===== src/design/ctt_ram.sv =====
`timescale 1ns / 1ps
// ----------------------------------------------------------------------------
// ctt_ram
// Generic single-write, single-read RAM with registered read data.
// ----------------------------------------------------------------------------
module ctt_ram #(
  parameter int WIDTH = 8,
  parameter int DEPTH = 16
) (
  input  logic                     clk,
  input  logic                     we,
  input  logic [$clog2(DEPTH)-1:0] waddr,
  input  logic [WIDTH-1:0]         wdata,
  input  logic [$clog2(DEPTH)-1:0] raddr,
  output logic [WIDTH-1:0]         rdata
);

  logic [WIDTH-1:0] mem [DEPTH];
  logic [WIDTH-1:0] rdata_r;

  always_ff @(posedge clk) begin
    if (we) begin
      mem[waddr] <= wdata;
    end
    rdata_r <= mem[raddr];
  end

  assign rdata = rdata_r;

endmodule


===== config.mk =====
export PLATFORM = sky130hd
export DESIGN_NAME = ctt_ram
export DESIGN_NICKNAME = d
export VERILOG_FILES = /design/src/design/ctt_ram.sv
export SDC_FILE = /design/constraint.sdc
export NUM_CORES = 1
export LEC_CHECK = 0
export ABC_CLOCK_PERIOD_IN_PS = 1500
export BUFFER_PORTS_ARGS = -buffer_cell sky130_fd_sc_hd__buf_2
export CAP_MARGIN = 20
export CORE_ASPECT_RATIO = 1.1
export CORE_MARGIN = 5
export CORE_UTILIZATION = 36
export CTS_BUF_LIST = sky130_fd_sc_hd__clkbuf_16
export DETAILED_ROUTE_END_ITERATION = 10
export GPL_TIMING_DRIVEN = 0
export PLACE_DENSITY_LB_ADDON = 0.2
export SLEW_MARGIN = 20
export SYNTH_ARGS = -nofsm -noshare
export SYNTH_HDL_FRONTEND = slang
export SYNTH_SLANG_ARGS = --single-unit

===== constraint.sdc =====
create_clock -name clk -period 1.5 [get_ports clk]
set_input_delay 0 -clock clk [delete_from_list [all_inputs] [get_ports clk]]
set_output_delay 0 -clock clk [all_outputs]
set_load 0.005 [all_outputs]

======== Yosys cells after proc, flatten, opt, wreduce, memory -nomap -nowiden ========
Memory sizes are Yosys's and may differ from the RTL's. A register that Yosys moved wholly into a read port is not among the register bits.
Index checks and enable logic that the tools add are counted.
operators by class
  multiplexer cells ....................... 2
operators with widths
  cell    count
  $mux 1  2
word-level totals
  RAM bits ................................ 128
  memories ................................ 1
  word-level logic and storage cells ...... 3
  input bits .............................. 18
  register bits after elaboration ......... 0
  output and inout bits ................... 8
memories
  name  depth  width  rd ports  clocked after Yosys merged registers in  write ports  RTL line  RTL
  mem   16     8      1         1                                        1            18        logic [WIDTH-1:0] mem [DEPTH];

======== Logic depth before layout (Yosys ltp) ========
  word-level depth ........................ 2
  depth in mapped cells ................... 5
  mapped depth without buffers ............ 3

======== Least setup slack after synthesis ========
Ideal clock, no wire load.
  kind .................................... input -> register
  start point ............................. input waddr[2]
  end point ............................... memory mem[0][0], enable pin
  required time ........................... 1117 ps
  setup slack ............................. 7 ps
  buffers on the path ..................... 0
  setup time .............................. 383 ps
  arrival ................................. 1110 ps
  stages on the path ...................... 2
  cells stage by stage .................... or3b_2 -> nor3_1
RTL lines
  element             RTL line  RTL
  start: declaration  12        input logic [$clog2(DEPTH)-1:0] waddr,
  end: declaration    18
Straight into the memory's write port.

==> summary.md <==
In this run the clock root is driven by a clkbuf_16. The setup-violating endpoint count in the final report was 0; the number of enable flip-flop cells after synthesis was 128. In this run the critical register-to-register path is launched from mem[1][2]$_DFFE_PP_. For this run, the number of Yosys warnings is 0.

In this run the tool buffered the top-level ports with 24 buffer cells. The run gives 4 as the count of TritonRoute iterations in the first routing pass. Leading register cell type out of synthesis: edfxtp_1. From left edge to right edge, the die measures 124 um. Fill cells in the final layout number 1,214.

Setup repair after global routing left no endpoint under its margin. The area growth from synthesis to layout is 18.3%. The run gives 26 as the total I/O pin count.

For this run, design rule violations remaining after detail routing come to 0. For the post-synthesis net count, the log shows 247. The floorplan step defined a core boundary enclosing 13,900 um^2. For the starting DRC count in detailed routing, the log shows 166. The later-pin clock latency in the skew report was 410 ps. The global placer's final weighted congestion is 0.787, and the worst-path maximum fanout is 1. The clock passes through at most 2 buffers. The number of cells on the worst reg-to-reg path is 3. For the routed wire length, the log shows 10,500 um. The clock arrives with 10.0 ps of skew. The power density normalized to cell area was 1360 nW/um^2; the max-cap violation count was 0.

The category of the worst setup path launch point is a register. The detail route stage leaves a number of antenna-violating nets equal to 0. Initial antenna violation count: 0.

In this run the mean area of a mapped cell was 22.5 um^2. The worst supply voltage drop on vdd was 0.589 mV; the post-layout utilization of the core was 43.8%. The post-synthesis cell type count is 19, and the die boundary height is 135 um. After layout, the design draws a total of 8260 uW. The endpoint identified for the worst register-to-register timing path is rdata[2]$_DFF_P_. Tightest slew margin relative to the limit: 41.7%. Counting flops with an async set or reset pin after synthesis yields a share of 0%. The number of clock sinks came out at 136. Summing all placed instances gives a cell area of 5520 um^2.

For the pin with the worst max-slew slack, the measured transition is 872 ps. Of the post-synthesis cell area, the dominant cell type holds 74.7%. Final worst-path cycle share: 97.4%. The initial utilization of the core area, before any placement, comes to 37.0%. For the number of standard cells in the layout, taps in and fillers out, the log shows 476.

In this run the core area contains 45 standard-cell rows. Cells with a size suffix above 1 make up 27.8% of the layout. The end point of the critical path is rdata[2]$_DFF_P_. For the finished layout, the period the worst path requires is 1460 ps. In this run the worst setup path begins at mem[1][2]$_DFFE_PP_.

The run gives 77.8% as the fraction of the yosys area taken by sequential cells. For the worst setup path, the data arrival time is 1740 ps. The timing-limited maximum frequency came out at 685 MHz. The critical path endpoint category is a register.

The startpoint identified for the worst hold timing path is wdata[3]. By area the synthesized netlist is led by edfxtp_1, mux4_2, mux4_1. The logs give 441 for the placed instance count and 0 for the count of final hold-check violations. The logs give 6670 um for the HPWL after detailed placement and 2,441 for the via count of the first global-routing pass. The total grt overflow is 0, and the count of mapped cells out of synthesis is 229. The number of vias per cell after detailed routing was 5.00. Cell accounting for the most synthesized area: edfxtp_1.

The logs give 5150 um^2 for the synthesized area and 4 for the maximum level of the CTS H-tree. The logs give 0 for the final max-slew violation count and 12.4 ps for the worst hold slack after final layout. In this run the static leakage power is 0.00204 uW. The die covers 16,800 um^2.

TritonCTS built the clock tree. For the required time of the worst setup path, the log shows 1780 ps. Leaving out fill and tap cells, the most frequent cells in the layout are edfxtp_1, buf_2, mux4_2.

The category of the critical setup timing path is reg -> reg. In the global route stage, overall resource usage came out at 13.5%. The flow ran to the end, and the final reports show no timing, DRC or antenna violations. The worst register-to-register path has a setup slack of 40 ps.

The register clock-pin slew on the reported worst setup and hold paths was 50 ps. The library cell used most frequently in the layout, excluding fill and tap cells, is edfxtp_1. The number of clock buffers added by TritonCTS is 17. For the cell area after layout, the log shows 6090 um^2. The number of vias after detailed routing was 2,379; the synthesized flop and latch total was 136. The maximum number of pins on one net before global-route repair came out at 17. The repair_antennas step left the layout with diodes totalling 0. The first global-routing pass estimated 15,200 um of wire. The average wire per standard cell is 22.0 um. Post-layout net count: 295. In this run the worst hold path is classified as in -> reg.
## layer usage
metal / global-route usage (%) / part of all wire [%] / up-vias
met5: 0 / 0 / -
met2: 20.0 / 48 / 76
li1: - / - / 1065
met1: 18.6 / 45 / 1224
met4: 5.48 / 1.6 / 0
met3: 4.09 / 5.4 / 14
## stage by stage
stage	setup TNS (ps)	worst slack, ps
finish	0	39.1
global route	0	32.6
CTS	0	6.91
detailed placement	-6470	-237
global placement	-16790	-626
floorplan	0	7.13
## sequential cells by signal, indices dropped and copies added, names as in the netlist
| name | flops |
|---|---|
| mem | 128 |
| rdata | 8 |
## repair_timing
item,4_1_cts,5_1_grt
endpoints found under the setup margin,0,3
buffers inserted,0,0
gates resized for setup,0,3
hold endpoints to repair,57,0
hold buffers,5,0
## how the worst min path moves through the flow
stage / to / cells after the start
finish: mem[0][3]$_DFFE_PP_ / 1
floorplan: mem[0][0]$_DFFE_PP_ / 0
CTS: mem[0][3]$_DFFE_PP_ / 1
global route: mem[1][1]$_DFFE_PP_ / 1
detailed placement: rdata[4] / 1
global placement: rdata[5] / 1
## critical path: stages, from the launching register on
cell,delay (ps)
edfxtp_1,350
mux4_1,570
a22oi_2,290
nand2_1,120
## synth_stat cells, types with 3 or more instances
library cell and instances:
edfxtp_1 128, mux4_2 18, a22oi_1 16, mux4_1 14
nor2_1 13, nand2_1 9, dfxtp_1 8, nor3_1 4
buf_2 3, buf_6 3, clkdlybuf4s25_2 3
## report_power, final
part	internal [uW]	leakage, uW	switching (uW)
logic	180	0.000542	251
clock network	2180	0.000270	1380
registers	4250	0.00122	17.9
total	6620	0.00204	1650
## layout make-up
cell class	instances	area, um^2	area share [%]
clock buffers	17	425	6.98
clock inverters	13	77.6	1.27
plain buffers	10	86.3	1.42
well taps	188	235	3.86
flip-flops and latches	136	4000	65.7
repair buffers	29	170	2.79
multi-input cells	83	1090	17.9
## cells by family (layout without fill, tap and decap cells)
| group | count (synthesis) | in the layout | share of synthesized area (%) |
|---|---|---|---|
| buffers and inverters | 10 | 69 | 1.68 |
| AND/OR/NAND/NOR | 35 | 35 | 3.18 |
| AO/OA/AOI/OAI | 16 | 16 | 2.33 |
| multiplexers | 32 | 32 | 15.0 |
| flip-flops | 136 | 136 | 77.8 |
Power figures use the tool's default switching activity.
