===== config.mk =====
export PLATFORM = sky130hd
export DESIGN_NAME = ctt_ctrl
export DESIGN_NICKNAME = d
export VERILOG_FILES = /design/src/design/ctt_pkg.sv /design/src/design/ctt_ctrl.sv
export SDC_FILE = /design/constraint.sdc
export NUM_CORES = 1
export LEC_CHECK = 0
export BUFFER_PORTS_ARGS = -buffer_cell sky130_fd_sc_hd__buf_2
export CORE_ASPECT_RATIO = 0.75
export CORE_UTILIZATION = 43
export CTS_CLUSTER_SIZE = 28
export DETAILED_ROUTE_END_ITERATION = 8
export PLACE_DENSITY = 0.77
export RECOVER_POWER = 100
export SKIP_LAST_GASP = 1
export SLEW_MARGIN = 20
export SYNTH_ARGS = -nofsm -noshare
export SYNTH_HDL_FRONTEND = slang
export SYNTH_SLANG_ARGS = --single-unit

===== constraint.sdc =====
create_clock -name clk -period 1.55 [get_ports clk]
set_input_delay 0.2325 -clock clk [delete_from_list [all_inputs] [get_ports clk]]
set_output_delay 0.2325 -clock clk [all_outputs]
set_load 0.01 [all_outputs]

===== src/design/ctt_pkg.sv =====
`timescale 1ns / 1ps
// ----------------------------------------------------------------------------
// ctt_pkg
// Shared types and constants of the command timeout tracker.
// ----------------------------------------------------------------------------
package ctt_pkg;

  localparam int TABLE_DEPTH = 256;
  localparam int IDX_W       = $clog2(TABLE_DEPTH);
  localparam int SCAN_W      = $clog2(TABLE_DEPTH + 1);
  localparam int CNT_W       = 9;

  localparam int FL_RET = 0;
  localparam int FL_REP = 1;
  localparam int FL_EX  = 2;

  typedef enum logic [2:0] {
    ACT_START = 3'd0,
    ACT_END   = 3'd1,
    ACT_AGENT = 3'd2,
    ACT_TICK  = 3'd3,
    ACT_QUERY = 3'd4
  } act_t;

  typedef enum logic [1:0] {
    ST_OK        = 2'd0,
    ST_FULL      = 2'd1,
    ST_NOT_FOUND = 2'd2
  } status_t;

  typedef enum logic [1:0] {
    CFG_TIMEOUT = 2'd0,
    CFG_SLOW    = 2'd1,
    CFG_AGENT   = 2'd2,
    CFG_MAX     = 2'd3
  } cfg_idx_t;

  typedef enum logic [2:0] {
    S_IDLE,
    S_SCAN,
    S_ELAP,
    S_APPLY,
    S_FIN
  } state_t;

  typedef struct packed {
    logic [21:0] process;
    logic [21:0] thread;
    logic [47:0] send_time;
    logic [47:0] total_time;
    logic [31:0] call_count;
    logic [15:0] agent_count;
    logic [31:0] last_command;
    logic [2:0]  flags;
  } entry_t;

  localparam int ENTRY_W = $bits(entry_t);

  typedef struct packed {
    state_t             state;
    logic               rd_en;
    logic [IDX_W-1:0]   rd_addr;
    logic               ev_vld;
    logic [IDX_W-1:0]   ev_idx;
  } ctrl_t;

  typedef struct packed {
    logic hit;
    logic out_free;
  } seq_stat_t;

endpackage


===== src/design/ctt_ctrl.sv =====
`timescale 1ns / 1ps
// ----------------------------------------------------------------------------
// ctt_ctrl
// Sequencer that walks the entry table one read per cycle.
// ----------------------------------------------------------------------------
module ctt_ctrl (
  input  logic               clk,
  input  logic               rst_n,
  input  logic               start,
  input  ctt_pkg::seq_stat_t stat,
  output ctt_pkg::ctrl_t     ctrl
);
  import ctt_pkg::*;

  state_t             state_r, state_nxt;
  logic [SCAN_W-1:0]  scan_idx_r, scan_idx_nxt;
  logic               ev_vld_r;
  logic [IDX_W-1:0]   ev_idx_r;
  logic               rd_en;
  logic               scan_done;

  assign rd_en     = (state_r == S_SCAN) && (scan_idx_r < SCAN_W'(TABLE_DEPTH));
  assign scan_done = (state_r == S_SCAN) && !rd_en && !ev_vld_r;

  always_comb begin
    state_nxt = state_r;
    case (state_r)
      S_IDLE:  if (start) state_nxt = S_SCAN;
      S_SCAN:  if (stat.hit || scan_done) state_nxt = S_ELAP;
      S_ELAP:  state_nxt = S_APPLY;
      S_APPLY: state_nxt = S_FIN;
      S_FIN:   if (stat.out_free) state_nxt = S_IDLE;
      default: state_nxt = S_IDLE;
    endcase
  end

  always_comb begin
    scan_idx_nxt = scan_idx_r;
    if (state_r == S_IDLE) begin
      scan_idx_nxt = '0;
    end else if (rd_en) begin
      scan_idx_nxt = scan_idx_r + SCAN_W'(1);
    end
  end

  always_ff @(posedge clk) begin
    if (!rst_n) begin
      state_r    <= S_IDLE;
      scan_idx_r <= '0;
      ev_vld_r   <= 1'b0;
    end else begin
      state_r    <= state_nxt;
      scan_idx_r <= scan_idx_nxt;
      ev_vld_r   <= rd_en;
    end
  end

  always_ff @(posedge clk) begin
    ev_idx_r <= scan_idx_r[IDX_W-1:0];
  end

  always_comb begin
    ctrl.state   = state_r;
    ctrl.rd_en   = rd_en;
    ctrl.rd_addr = scan_idx_r[IDX_W-1:0];
    ctrl.ev_vld  = ev_vld_r && (state_r == S_SCAN);
    ctrl.ev_idx  = ev_idx_r;
  end

endmodule


* Word-level counts from Yosys, hierarchy flattened
Index checks and enable logic that the tools add are counted.
Cells by class: reductions and logical operators 10, eq/ne operators 7, bitwise operators 1, magnitude comparators 1, add/subtract/negate cells 1, mux-type cells 4
Operators with widths (count):
- case mux 3 bit (5 select lines) | 1
- adder 9 x 1 -> 9 bit (second input constant) | 1
- less-than comparator 9 bit (second input constant) | 1
- 2-to-1 mux 3 bit | 3
- == test 3 x 2 -> 1 bit (second input constant) | 2
- logical AND 1 bit | 4
- inequality test 2 bit (second input constant) | 2
- == test 3 x 1 -> 1 bit (second input constant) | 1
- == test 3 bit (second input constant) | 1
- zero test 3 bit | 1
- AND reduction 3 bit | 1
- zero test 1 bit | 2
- inequality test 2 x 1 -> 1 bit (second input constant) | 1
- OR reduction 2 bit | 1
- logical OR 1 bit | 1
- inverter 1 bit | 1
Storage, ports and cells: register bits after elaboration 21, input bits 5

* Depth between registers and ports, before layout
Gate-level depths: netlist (run 1).
depth after elaboration 8, mapped depth 5, depth with buffers taken out 4

* Least setup slack after synthesis (run 1)
No wires, ideal clock.
kind reg2reg, from register state_r[0], to register scan_idx_r[5], library setup time 0.072 ns, slack -0.170 ns, buffers on the path 1, period minus slack after synthesis 1.720 ns, data arrival time 1.648 ns, stages on the path, launching flop included 5, cell sequence dfxtp_1 > or4b_1 > buf_2 > or4_1 > a21oi_1
Between the ends: word-level cells in the longest chain between the ends 2, elaborated cells on any way between the ends 4, classes of those cells eq/ne: 1; reduce/logical: 3
RTL lines:
- from (decl) | line ctt_ctrl.sv:15 | state_t state_r, state_nxt;
- from (signal assigned) | line ctt_ctrl.sv:52 | state_r <= state_nxt;
- == test 3 x 1 -> 1 bit / zero test 3 bit (equally long branches) | line ctt_ctrl.sv:22, ctt_ctrl.sv:39
- logical AND 1 bit / OR reduction 2 bit (equally long branches)
- to (signal assigned) | line ctt_ctrl.sv:53 | scan_idx_r <= scan_idx_nxt;
- to (decl) | line ctt_ctrl.sv:16 | logic [SCAN_W-1:0] scan_idx_r, scan_idx_nxt;
Several ways; a longest one is shown, not always the timed one. A chain may end at the register's enable or synchronous reset.

==> results of run 1 <==
[area by class of cell]
type	count	area, sq um
Clock buffer	3	22.5
Clock inverter	1	5.00
Fill cell	171	678
Inverter	6	25.0
Multi-Input combinational cell	49	368
Sequential cell	21	427
Tap cell	22	27.5
Timing Repair Buffer	39	220
[flip-flops by register name, indices dropped and copies added, names as in the netlist]
name,flops
scan_idx_r,9
state_r,3
ev_vld_r,1
ev_idx_r,8
[power by group through the flow]
stage	logic, mW	registers, mW	clock network, mW
after floorplan	0.0517	0.572	0
after global placement	0.0869	0.564	0
after detailed placement	0.0912	0.565	0
after CTS	0.130	0.553	0.264
after global routing	0.144	0.554	0.287
final	0.133	0.553	0.257
[cell families after synthesis]
kind of cell / count (synthesis) / share of synthesized area, %
adders and majority gates: 1 / 1.50
buffers and inverters: 16 / 11.4
AOI/OAI and AO/OA: 20 / 14.1
DFF: 21 / 50.4
and+or+nand+nor: 26 / 20.2
xor gates and xnor gates: 1 / 1.05
muxes: 1 / 1.35
[worst reg2reg max path: stages (launching register included)]
cell     delay [ns]
dfxtp_2        0.34
or4b_4         0.55
buf_6          0.14
or4_4          0.47
a21oi_2        0.13
[cells in the final DEF (no fill, tap or decap), types with 3 or more instances in the layout]
cell type | netlist | layout
a21oi_2 | 0 | 6
clkbuf_4 | 0 | 3
nand2_1 | 3 | 3
or4_4 | 0 | 4
clkbuf_1 | 0 | 18
o31ai_1 | 5 | 4
a21oi_1 | 10 | 4
buf_4 | 9 | 9
dfxtp_1 | 21 | 18
buf_6 | 0 | 4
buf_2 | 1 | 7
inv_1 | 6 | 5
o21ai_0 | 3 | 3
[worst max-delay path by stage]
| stage | slack, ns | cells after the start | end |
|---|---|---|---|
| global route | -0.19 | 4 | ctrl[17] |
| CTS | -0.15 | 4 | ctrl[17] |
| floorplan | -0.11 | 4 | scan_idx_r[5] |
| detailed placement | -0.11 | 4 | scan_idx_r[2] |
| global placement | -0.04 | 4 | scan_idx_r[2] |
| finish | -0.15 | 4 | ctrl[17] |
[routing by layer]
| metal | routed length [microns] | up-vias | share of wire [%] | GRT usage [%] |
|---|---|---|---|---|
| met2 | 901 | 19 | 51 | 34.8 |
| met5 | 0 | - | 0 | 0 |
| met3 | 92 | 4 | 5.2 | 6.82 |
| li1 | - | 366 | - | - |
| met1 | 748 | 342 | 42 | 20.1 |
| met4 | 23 | 0 | 1.3 | 7.89 |
[repair_timing]
action                     in CTS  in global routing
setup endpoints to repair       7                 10
pin swaps                       4                  6
setup buffers                   6                  1
cloned                          0                  0
gates resized for setup         9                 11
==> results.txt, run 1 <==
----------------------------------------------------
[Placement]
  Placed Cells incl. Taps ... 130
  Pre-CTS setup slack ... -0.105 ns
  IO Port Bufs ... 25
  Placed wire-length estimate after detailed placement ... 1.17 mm
  Final weighted congestion in routability-driven placement ... 0.736
  Cell area after placement ... 973 sq um

[Worst setup path]
  Critical path class ... flop to primary output
  Worst reg2reg setup slack ... -0.14 ns
  Capturing point of the worst reg2reg path ... scan_idx_r[5]
  CP Buf/Inv Count ... 3
  Sort of element at the start of the critical path ... flop
  Worst stage delay on the critical path ... 0.55 ns
  Slowest cell on crit path ... or4b_4
  Critical-path maximum fanout ... 2
  Beginning of the worst register-to-register path ... state_r[1]
  Dominant cell type by count on the critical path ... buf_6
  Critical path launch point ... state_r[1]
  Reg2reg path depth ... 4
  Critical Path Sink Type ... primary output
  Delay-heaviest family, CP ... simple AND/OR/NAND/NOR gates
  CP Cell Sequence ... or4b_4, buf_6, inv_4, buf_6
  Arrival time of the worst setup path ... 1.47 ns
  Data required time of the critical path ... 1.32 ns

[Global route]
  Total congestion overflow ... 0
  Vias in the first global route ... 628
  Number of antenna violations at the first check in global routing ... 0
  Overall global routing resource usage ... 18.9%
  Maximum number of pins on one net before global-route repair ... 13
  First-pass GRT wire length ... 2.67 mm

[Clocking]
  Number of buffers on the longest clock path ... 2
  Hold buffer count at CTS ... 0
  CTS root buf ... clkbuf_4
  CTS tree ... done
  Worst-skew pair later-pin latency ... 0.31 ns
  Number of buffers added by the clock tree synthesis step ... 3
  # H-tree levels ... 1
  CTS sink count ... 21
  Clock transition at the registers of the reported paths ... 0.11 ns

[Flow run]
  Number of maximum-capacitance violations ... 0

[Logic synthesis]
  Largest area contributor in the synthesized netlist ... dfxtp_1
  Synthesis warning total ... 0
  Top cells by instance count after synthesis ... 21 x dfxtp_1, 10 x a21oi_1, 9 x buf_4
  Proportion of synthesized chip area in sequential cells ... 50.4%
  Syn nets ... 92
  Count leader, synth ... dfxtp_1
  Average size of a mapped cell ... 9.70 sq um
  Prevailing post-synth register cell ... dfxtp_1
  Leading post-synthesis cells by cell area ... dfxtp_1 50%, buf_4 8.1%, a21oi_1 6.0%
  Count of different cell masters after synthesis ... 26
  Cell area after synthesis ... 835 sq um
  Fraction of synthesized cell area taken by the top area cell type ... 50.4%
  Number of storage elements in the synthesis netlist ... 21
  Post-Syn Instances ... 86
  Proportion of register bits with asynchronous set or reset after synthesis ... 0%
  EDFF count, synth ... 0

[Power]
  Fraction of power consumed by combinational cells ... 14.1%
  Worst-case vdd ir drop ... 0.000766 V
  Total design power ... 944 uW
  Fraction of power spent switching nets ... 24.2%
  Relative contribution of the clock network to total power ... 27.3%
  Internal power ... 715 uW
  Static Leak ... 0.399 nW
  Seq pwr share ... 58.6%
  Power Density ... 862 nW/um^2
  Reported net switching power ... 228 uW

[Final layout]
  Share of the core filled with cells in the final layout ... 61.8%
  Number of diodes ... 0
  Number of nets at the end of the flow ... 126
  Count of placed standard cells in the final layout, fillers left out ... 141
  Layout area overhead ... 31.2%
  Post-route standard cell area excluding fillers ... 1090 sq um
  Share of post-route cells with drive strength above 1 ... 37.8%

[STA]
  Actual slew at the worst max-slew pin ... 0.268 ns
  Max Transition Viols Final ... 0
  Max Clk Rate ... 0.588 GHz
  Fin worst setup slack ... -0.152 ns
  Number of setup violations in the final report ... 7
  Post-route clock skew ... 0.00353 ns
  Post-Route Setup TNS ... -0.707 ns
  Final hold slack ... 0.160 ns
  Min Tclk post-route ... 1.70 ns
  Slew margin rel. ... 82.0%
  Number of endpoints with negative hold slack in the final report ... 0
  Unrepaired setup endpoints after global routing ... yes
  Final worst path period share ... 110%

[Routing]
  Total Routed Length ... 1.77 mm
  Number of DRC markers in iteration 0 ... 10
  Via total after detailed routing ... 731
  Vias per cell ... 5.18
  DRT Pass-1 Iters ... 4
  Post-DR wirelength/cell ... 12.5 microns
  DRC Markers ... 0
  Number of routed nets with antenna violations ... 0

[Min path]
  Worst hold path depth ... 2
  Hold EP ... ev_vld_r
  Startpoint of the lowest-slack hold path ... rst_n
  Worst hold path type ... input pin to flop

[Floorplan]
  Starting utilization of the core area ... 47.1%
  Floorplan Core Area ... 1770 sq um
  Height of the die ... 40.2 microns
  Row count ... 13
  Die extent in x ... 52.9 microns
  Die Footprint ... 2120 sq um
  Number of primary I/O pins ... 26

[Outcome]
  Violated checks ... negative setup slack
  Run status ... finished with violations

----------------------------------------------------
(Power assumes the default switching activity.)
==> inputs of run 2 (changes only) <==
--- a/constraint.sdc
+++ b/constraint.sdc
@@ -3,2 +3,2 @@
 set_output_delay 0.2325 -clock clk [all_outputs]
-set_load 0.01 [all_outputs]
+set_load 0.1 [all_outputs]
==> run 2 against run 1 <==
  * The flow still finishes with violations (negative setup slack)
  * Clock power is 5% lower
  * Fmax fell by 3.1%
  * Flip-flop and latch count did not move
  * Critical path depth stayed put
  * Global-route usage is 0.56 points lower
  * Highest routed layer unchanged
==> results.txt, run 2 (synthesis results as in run 1) <==
----------------------------------------------------
[Floorplan]
  Floorplan Core Area ... 1770 sq um (unchanged)
  Die extent in x ... 52.9 microns (unchanged)
  Row count ... 13 (unchanged)
  Number of primary I/O pins ... 26 (unchanged)
  Height of the die ... 40.2 microns (unchanged)
  Starting utilization of the core area ... 47.1% (unchanged)
  Die Footprint ... 2120 sq um (unchanged)

[Worst setup path]
  Critical-path maximum fanout ... 4 (+2)
  Arrival time of the worst setup path ... 1.99 ns (+0.52 ns)
  Critical path class ... flop to flop
  Critical Path Sink Type ... flop
  Data required time of the critical path ... 1.78 ns (+0.46 ns)
  Sort of element at the start of the critical path ... flop

[Final layout]
  Share of post-route cells with drive strength above 1 ... 46.2% (+8.3 points)
  Number of nets at the end of the flow ... 124 (-1.6%)
  Leading cell types in the layout, fill and taps excluded ... 18 x dfxtp_1, 13 x buf_2, 11 x clkbuf_2
  Leading cell type in the layout, fill and taps excluded ... dfxtp_1
  Flip-flop count of the largest register after layout ... 9 (unchanged)
  Share of the core filled with cells in the final layout ... 62.5% (+0.78 points)
  Post-route standard cell area excluding fillers ... 1110 sq um (+1.3%)
  Largest Register ... scan_idx_r
  Layout area overhead ... 32.8%
  Register area ... 432 sq um (+1.2%)
  Footprint of the multi-input gates ... 348 sq um (-5.4%)
  Largest regs ... scan_idx_r (9), ev_idx_r (8), state_r (3)
  Number of diodes ... 0 (unchanged)
  Count of filler cells inserted in the layout ... 150 (-12%)

[STA]
  Min Tclk post-route ... 1.76 ns (+0.0537 ns)
  Fin worst setup slack ... -0.205 ns (-0.0537 ns)
  Unrepaired setup endpoints after global routing ... yes
  Final worst path period share ... 113% (+3.5 points)
  Slew margin rel. ... 64.2% (-18 points)
  Number of endpoints with negative hold slack in the final report ... 0 (unchanged)
  Post-route clock skew ... 0.00182 ns (-0.00171 ns)
  Actual slew at the worst max-slew pin ... 0.539 ns (+0.271 ns)
  Max Clk Rate ... 0.570 GHz (-3.1%)
  Number of setup violations in the final report ... 7 (unchanged)
  Max Transition Viols Final ... 0 (unchanged)

[Placement]
  Cell area after placement ... 1010 sq um (+4.0%)
  Final weighted congestion in routability-driven placement ... 0.703 (-4.5%)
  Placed wire-length estimate after detailed placement ... 1.20 mm (+3.0%)
  IO Port Bufs ... 25 (unchanged)
  Pre-CTS setup slack ... -0.0539 ns (+0.0515 ns)

[Clocking]
  Number of buffers added by the clock tree synthesis step ... 3 (unchanged)
  CTS root buf ... clkbuf_4
  Worst-skew pair later-pin latency ... 0.29 ns (-0.02 ns)
  Number of buffers on the longest clock path ... 2 (unchanged)
  # H-tree levels ... 1 (unchanged)
  CTS tree ... done
  Clock transition at the registers of the reported paths ... 0.10 ns (about the same)
  CTS sink count ... 21 (unchanged)
  Hold buffer count at CTS ... 0 (unchanged)

[Routing]
  Total Routed Length ... 1.67 mm (-5.6%)
  Via total after detailed routing ... 711 (-2.7%)
  Post-DR wirelength/cell ... 12.0 microns (-4.2%)
  Number of DRC markers in iteration 0 ... 14 (+4)
  Number of routed nets with antenna violations ... 0 (unchanged)
  DRC Markers ... 0 (unchanged)
  DRT Pass-1 Iters ... 4 (unchanged)
  Vias per cell ... 5.12 (-1.3%)

[Power]
  Worst-case vdd ir drop ... 0.000676 V (-12%)
  Static Leak ... 0.456 nW (+14%)
  Power Density ... 913 nW/um^2 (+5.9%)
  Total design power ... 1.01 mW (+7.2%)

[Global route]
  Maximum number of pins on one net before global-route repair ... 12 (-1)
  Total congestion overflow ... 0 (unchanged)
  First-pass GRT wire length ... 2.70 mm (+1.0%)
  Overall global routing resource usage ... 18.4% (-0.56 points)
  Number of antenna violations at the first check in global routing ... 0 (unchanged)
  Vias in the first global route ... 592 (-5.7%)

[Flow run]
  Number of maximum-capacitance violations ... 0 (unchanged)

[Outcome]
  Violated checks ... negative setup slack
  Run status ... finished with violations

[Min path]
  Worst hold path type ... input pin to flop

----------------------------------------------------
-- run 2: per-stage QoR --
step	instances	TNS [ns]	hold slack [ns]
after floorplan	86	-1.69	0.354
after global placement	129	0	0.385
after detailed placement	129	-0.115	0.390
after CTS	138	-0.901	0.181
after global routing	139	-1.35	0.194
final	139	-0.903	0.194
-- run 2: path summary, 6_finish.rpt --
check	startpoint	end	slack (ns)	depth (start not counted)
setup / recovery	state_r[2]	scan_idx_r[5]	-0.21	4
hold / removal	rst_n	ev_vld_r	0.19	2
setup reg to reg	state_r[2]	scan_idx_r[5]	-0.21	4
hold reg to reg	scan_idx_r[7]	ev_idx_r[7]	0.41	0
-- run 2: area by class of cell --
cell class              instances  area share [%]
flip-flops and latches         21            38.9
clock buffers                   4            2.37
inverters                       6            2.26
multi-input cells              49            31.4
well taps                      22            2.48
repair buffers                 37            22.6
-- run 2: where the power goes --
part | internal (mW) | switching [mW] | total [mW] | leakage, nW
registers | 0.546 | 0.00554 | 0.552 | 0.172
logic | 0.0804 | 0.134 | 0.215 | 0.269
clock network | 0.100 | 0.145 | 0.245 | 0.0150
-- run 2: what timing repair did --
item | 4_1_cts | 5_1_grt
resized for setup | 4 | 6
endpoints found under the hold margin | 0 | 0
setup buffers | 5 | 1
pin swaps | 3 | 5
setup endpoints to repair | 5 | 9
-- run 2: worst max-delay path: stages, from the launching register on --
cell	delay, ns
dfxtp_4	0.36
or4b_4	0.59
buf_4	0.17
or4_1	0.46
a21oi_1	0.12
-- run 2: metal layers --
layer	GRT usage, %	wire length, microns	vias up
li1	-	-	357
met1	21.1	748	335
met2	33.2	817	17
met3	6.82	92	2
met4	3.95	10	0
met5	0	0	-
==> inputs of run 3 (changes only) <==
- CORE_UTILIZATION: 43 -> 46
- CTS_BUF_LIST: not set -> sky130_fd_sc_hd__clkbuf_4 sky130_fd_sc_hd__clkbuf_8
- PLACE_DENSITY: 0.77 -> 0.81
==> run 3 against run 2 <==
  * The flow still finishes with violations (negative setup slack)
  * First-iteration DRC count fell by 36%
  * Non-clock buffer count did not move
  * Hold slack got worse by 0.019 ns
  * Clock skew rose by 0.0010 ns
  * Largest power group unchanged
==> results.txt, run 3 (synthesis results as in run 1) <==
----------------------------------------------------
[Worst setup path]
  Critical path launch point ... state_r[2]
  Slowest cell on crit path ... or4b_4
  Critical Path Sink Type ... flop
  Sort of element at the start of the critical path ... flop
  Arrival time of the worst setup path ... 1.99 ns (about the same)
  Beginning of the worst register-to-register path ... state_r[2]
  CP Cell Sequence ... or4b_4, buf_12, or4_4, a21oi_2
  Critical-path maximum fanout ... 6 (+2)
  Data required time of the critical path ... 1.79 ns (about the same)
  Critical path class ... flop to flop
  Worst stage delay on the critical path ... 0.58 ns (about the same)

[Clocking]
  # H-tree levels ... 1 (unchanged)
  Worst-skew pair later-pin latency ... 0.30 ns (about the same)
  CTS tree ... done
  Number of buffers on the longest clock path ... 2 (unchanged)
  Hold buffer count at CTS ... 0 (unchanged)
  CTS root buf ... clkbuf_4
  Clock transition at the registers of the reported paths ... 0.10 ns (about the same)
  CTS sink count ... 21 (unchanged)
  Number of buffers added by the clock tree synthesis step ... 3 (unchanged)

[Min path]
  Startpoint of the lowest-slack hold path ... rst_n
  Worst hold path type ... input pin to flop

[STA]
  Number of endpoints with negative hold slack in the final report ... 0 (unchanged)
  Post-route clock skew ... 0.00286 ns (+0.00104 ns)
  Max Transition Viols Final ... 0 (unchanged)
  Post-Route Setup TNS ... -1.01 ns (-0.105 ns)
  Final worst path period share ... 113% (-0.63 points)
  Max Clk Rate ... 0.573 GHz (+0.56%)
  Actual slew at the worst max-slew pin ... 0.545 ns (+0.00603 ns)
  Unrepaired setup endpoints after global routing ... yes
  Min Tclk post-route ... 1.75 ns (-0.00975 ns)
  Fin worst setup slack ... -0.196 ns (+0.00975 ns)
  Slew margin rel. ... 63.8% (-0.40 points)
  Number of setup violations in the final report ... 8 (+1)

[Floorplan]
  Number of primary I/O pins ... 26 (unchanged)
  Die Footprint ... 1990 sq um (-6.2%)
  Starting utilization of the core area ... 52.4% (+5.4 points)
  Die extent in x ... 51.2 microns (-3.2%)
  Row count ... 12 (-1)
  Height of the die ... 38.9 microns (-3.2%)
  Floorplan Core Area ... 1590 sq um (-10%)

[Routing]
  Via total after detailed routing ... 699 (-1.7%)
  Number of routed nets with antenna violations ... 0 (unchanged)
  Number of DRC markers in iteration 0 ... 9 (-5)
  Post-DR wirelength/cell ... 12.3 microns (+2.9%)
  Vias per cell ... 5.07 (-0.98%)
  Total Routed Length ... 1.70 mm (+2.2%)
  DRT Pass-1 Iters ... 4 (unchanged)
  DRC Markers ... 0 (unchanged)

[Final layout]
  Count of filler cells inserted in the layout ... 129 (-14%)
  Largest Register ... scan_idx_r
  Leading cell types in the layout, fill and taps excluded ... 18 x dfxtp_1, 14 x buf_2, 9 x clkbuf_2
  Number of nets at the end of the flow ... 124 (unchanged)
  Largest regs ... scan_idx_r (9), ev_idx_r (8), state_r (3)
  Number of diodes ... 0 (unchanged)
  Leading cell type in the layout, fill and taps excluded ... dfxtp_1
  Flip-flop count of the largest register after layout ... 9 (unchanged)
  Share of the core filled with cells in the final layout ... 72.0% (+9.5 points)
  Share of post-route cells with drive strength above 1 ... 51.3% (+5.1 points)
  Layout area overhead ... 37.3%

[Flow run]
  Number of maximum-capacitance violations ... 0 (unchanged)

[Global route]
  Vias in the first global route ... 562 (-5.1%)
  Total congestion overflow ... 0 (unchanged)
  Maximum number of pins on one net before global-route repair ... 12 (unchanged)
  Number of antenna violations at the first check in global routing ... 0 (unchanged)
  First-pass GRT wire length ... 2.47 mm (-8.4%)
  Overall global routing resource usage ... 18.0% (-0.40 points)

[Placement]
  Placed wire-length estimate after detailed placement ... 1.15 mm (-4.6%)
  Final weighted congestion in routability-driven placement ... 0.757 (+7.7%)
  IO Port Bufs ... 25 (unchanged)

[Outcome]
  Run status ... finished with violations
  Violated checks ... negative setup slack

[Power]
  Power Density ... 913 nW/um^2 (about the same)
  Worst-case vdd ir drop ... 0.000789 V (+17%)
  Static Leak ... 0.466 nW (+2.3%)
  Total design power ... 1.05 mW (+3.4%)

----------------------------------------------------
[run 3: path summary, 6_finish.rpt]
kind | end | slack (ns) | cells after the start
worst max-delay path | scan_idx_r[7] | -0.20 | 4
worst max register to register | scan_idx_r[7] | -0.20 | 4
worst min register to register | ev_idx_r[2] | 0.41 | 0
worst min-delay path | ev_vld_r | 0.18 | 2
[run 3: worst max-delay path, delay by kind of cell, from the launching register on]
kind / cells / cell delay [ns]
and+or+nand+nor: 2 / 1.05
buffers and inverters: 1 / 0.16
AOI/OAI and AO/OA: 1 / 0.12
DFF: 1 / 0.36
[run 3: power breakdown]
group          switching [mW]  internal [mW]  total [mW]  leakage, nW
combinational           0.139         0.0873       0.227        0.276
sequential            0.00541          0.546       0.552        0.172
clock                   0.150          0.118       0.268       0.0184
[run 3: metrics by stage]
step	worst slack, ns	instance area (sq um)	cells	hold slack (ns)
6_report	-0.196	1150	138	0.175
2_1_floorplan	-0.265	876	86	0.354
3_3_place_gp	0.00266	1010	128	0.384
5_1_grt	-0.225	1150	138	0.188
4_1_cts	-0.199	1090	136	0.168
3_5_place_dp	-0.0511	1010	128	0.388
[run 3: layout make-up]
cell class	instances	area [sq um]	area share, %
inverter	6	25.0	2.18
tap	21	26.3	2.29
timing repair buffer	37	262	22.8
sequential	21	432	37.7
clock buffer	4	30.0	2.62
multi-input combinational	49	372	32.4
[run 3: routing by layer]
layer  wire length, microns  up-vias  global-route usage [%]
met5                      0        -                       0
met4                     14        0                    8.33
met3                     95        3                    7.06
met2                    845       27                    28.6
met1                    747      309                    21.4
li1                       -      360                       -
[run 3: timing repair]
action,CTS,global route
pin swaps,2,5
endpoints found under the hold margin,0,0
setup endpoints to repair,4,9
gates resized for setup,3,13
setup buffers,4,2
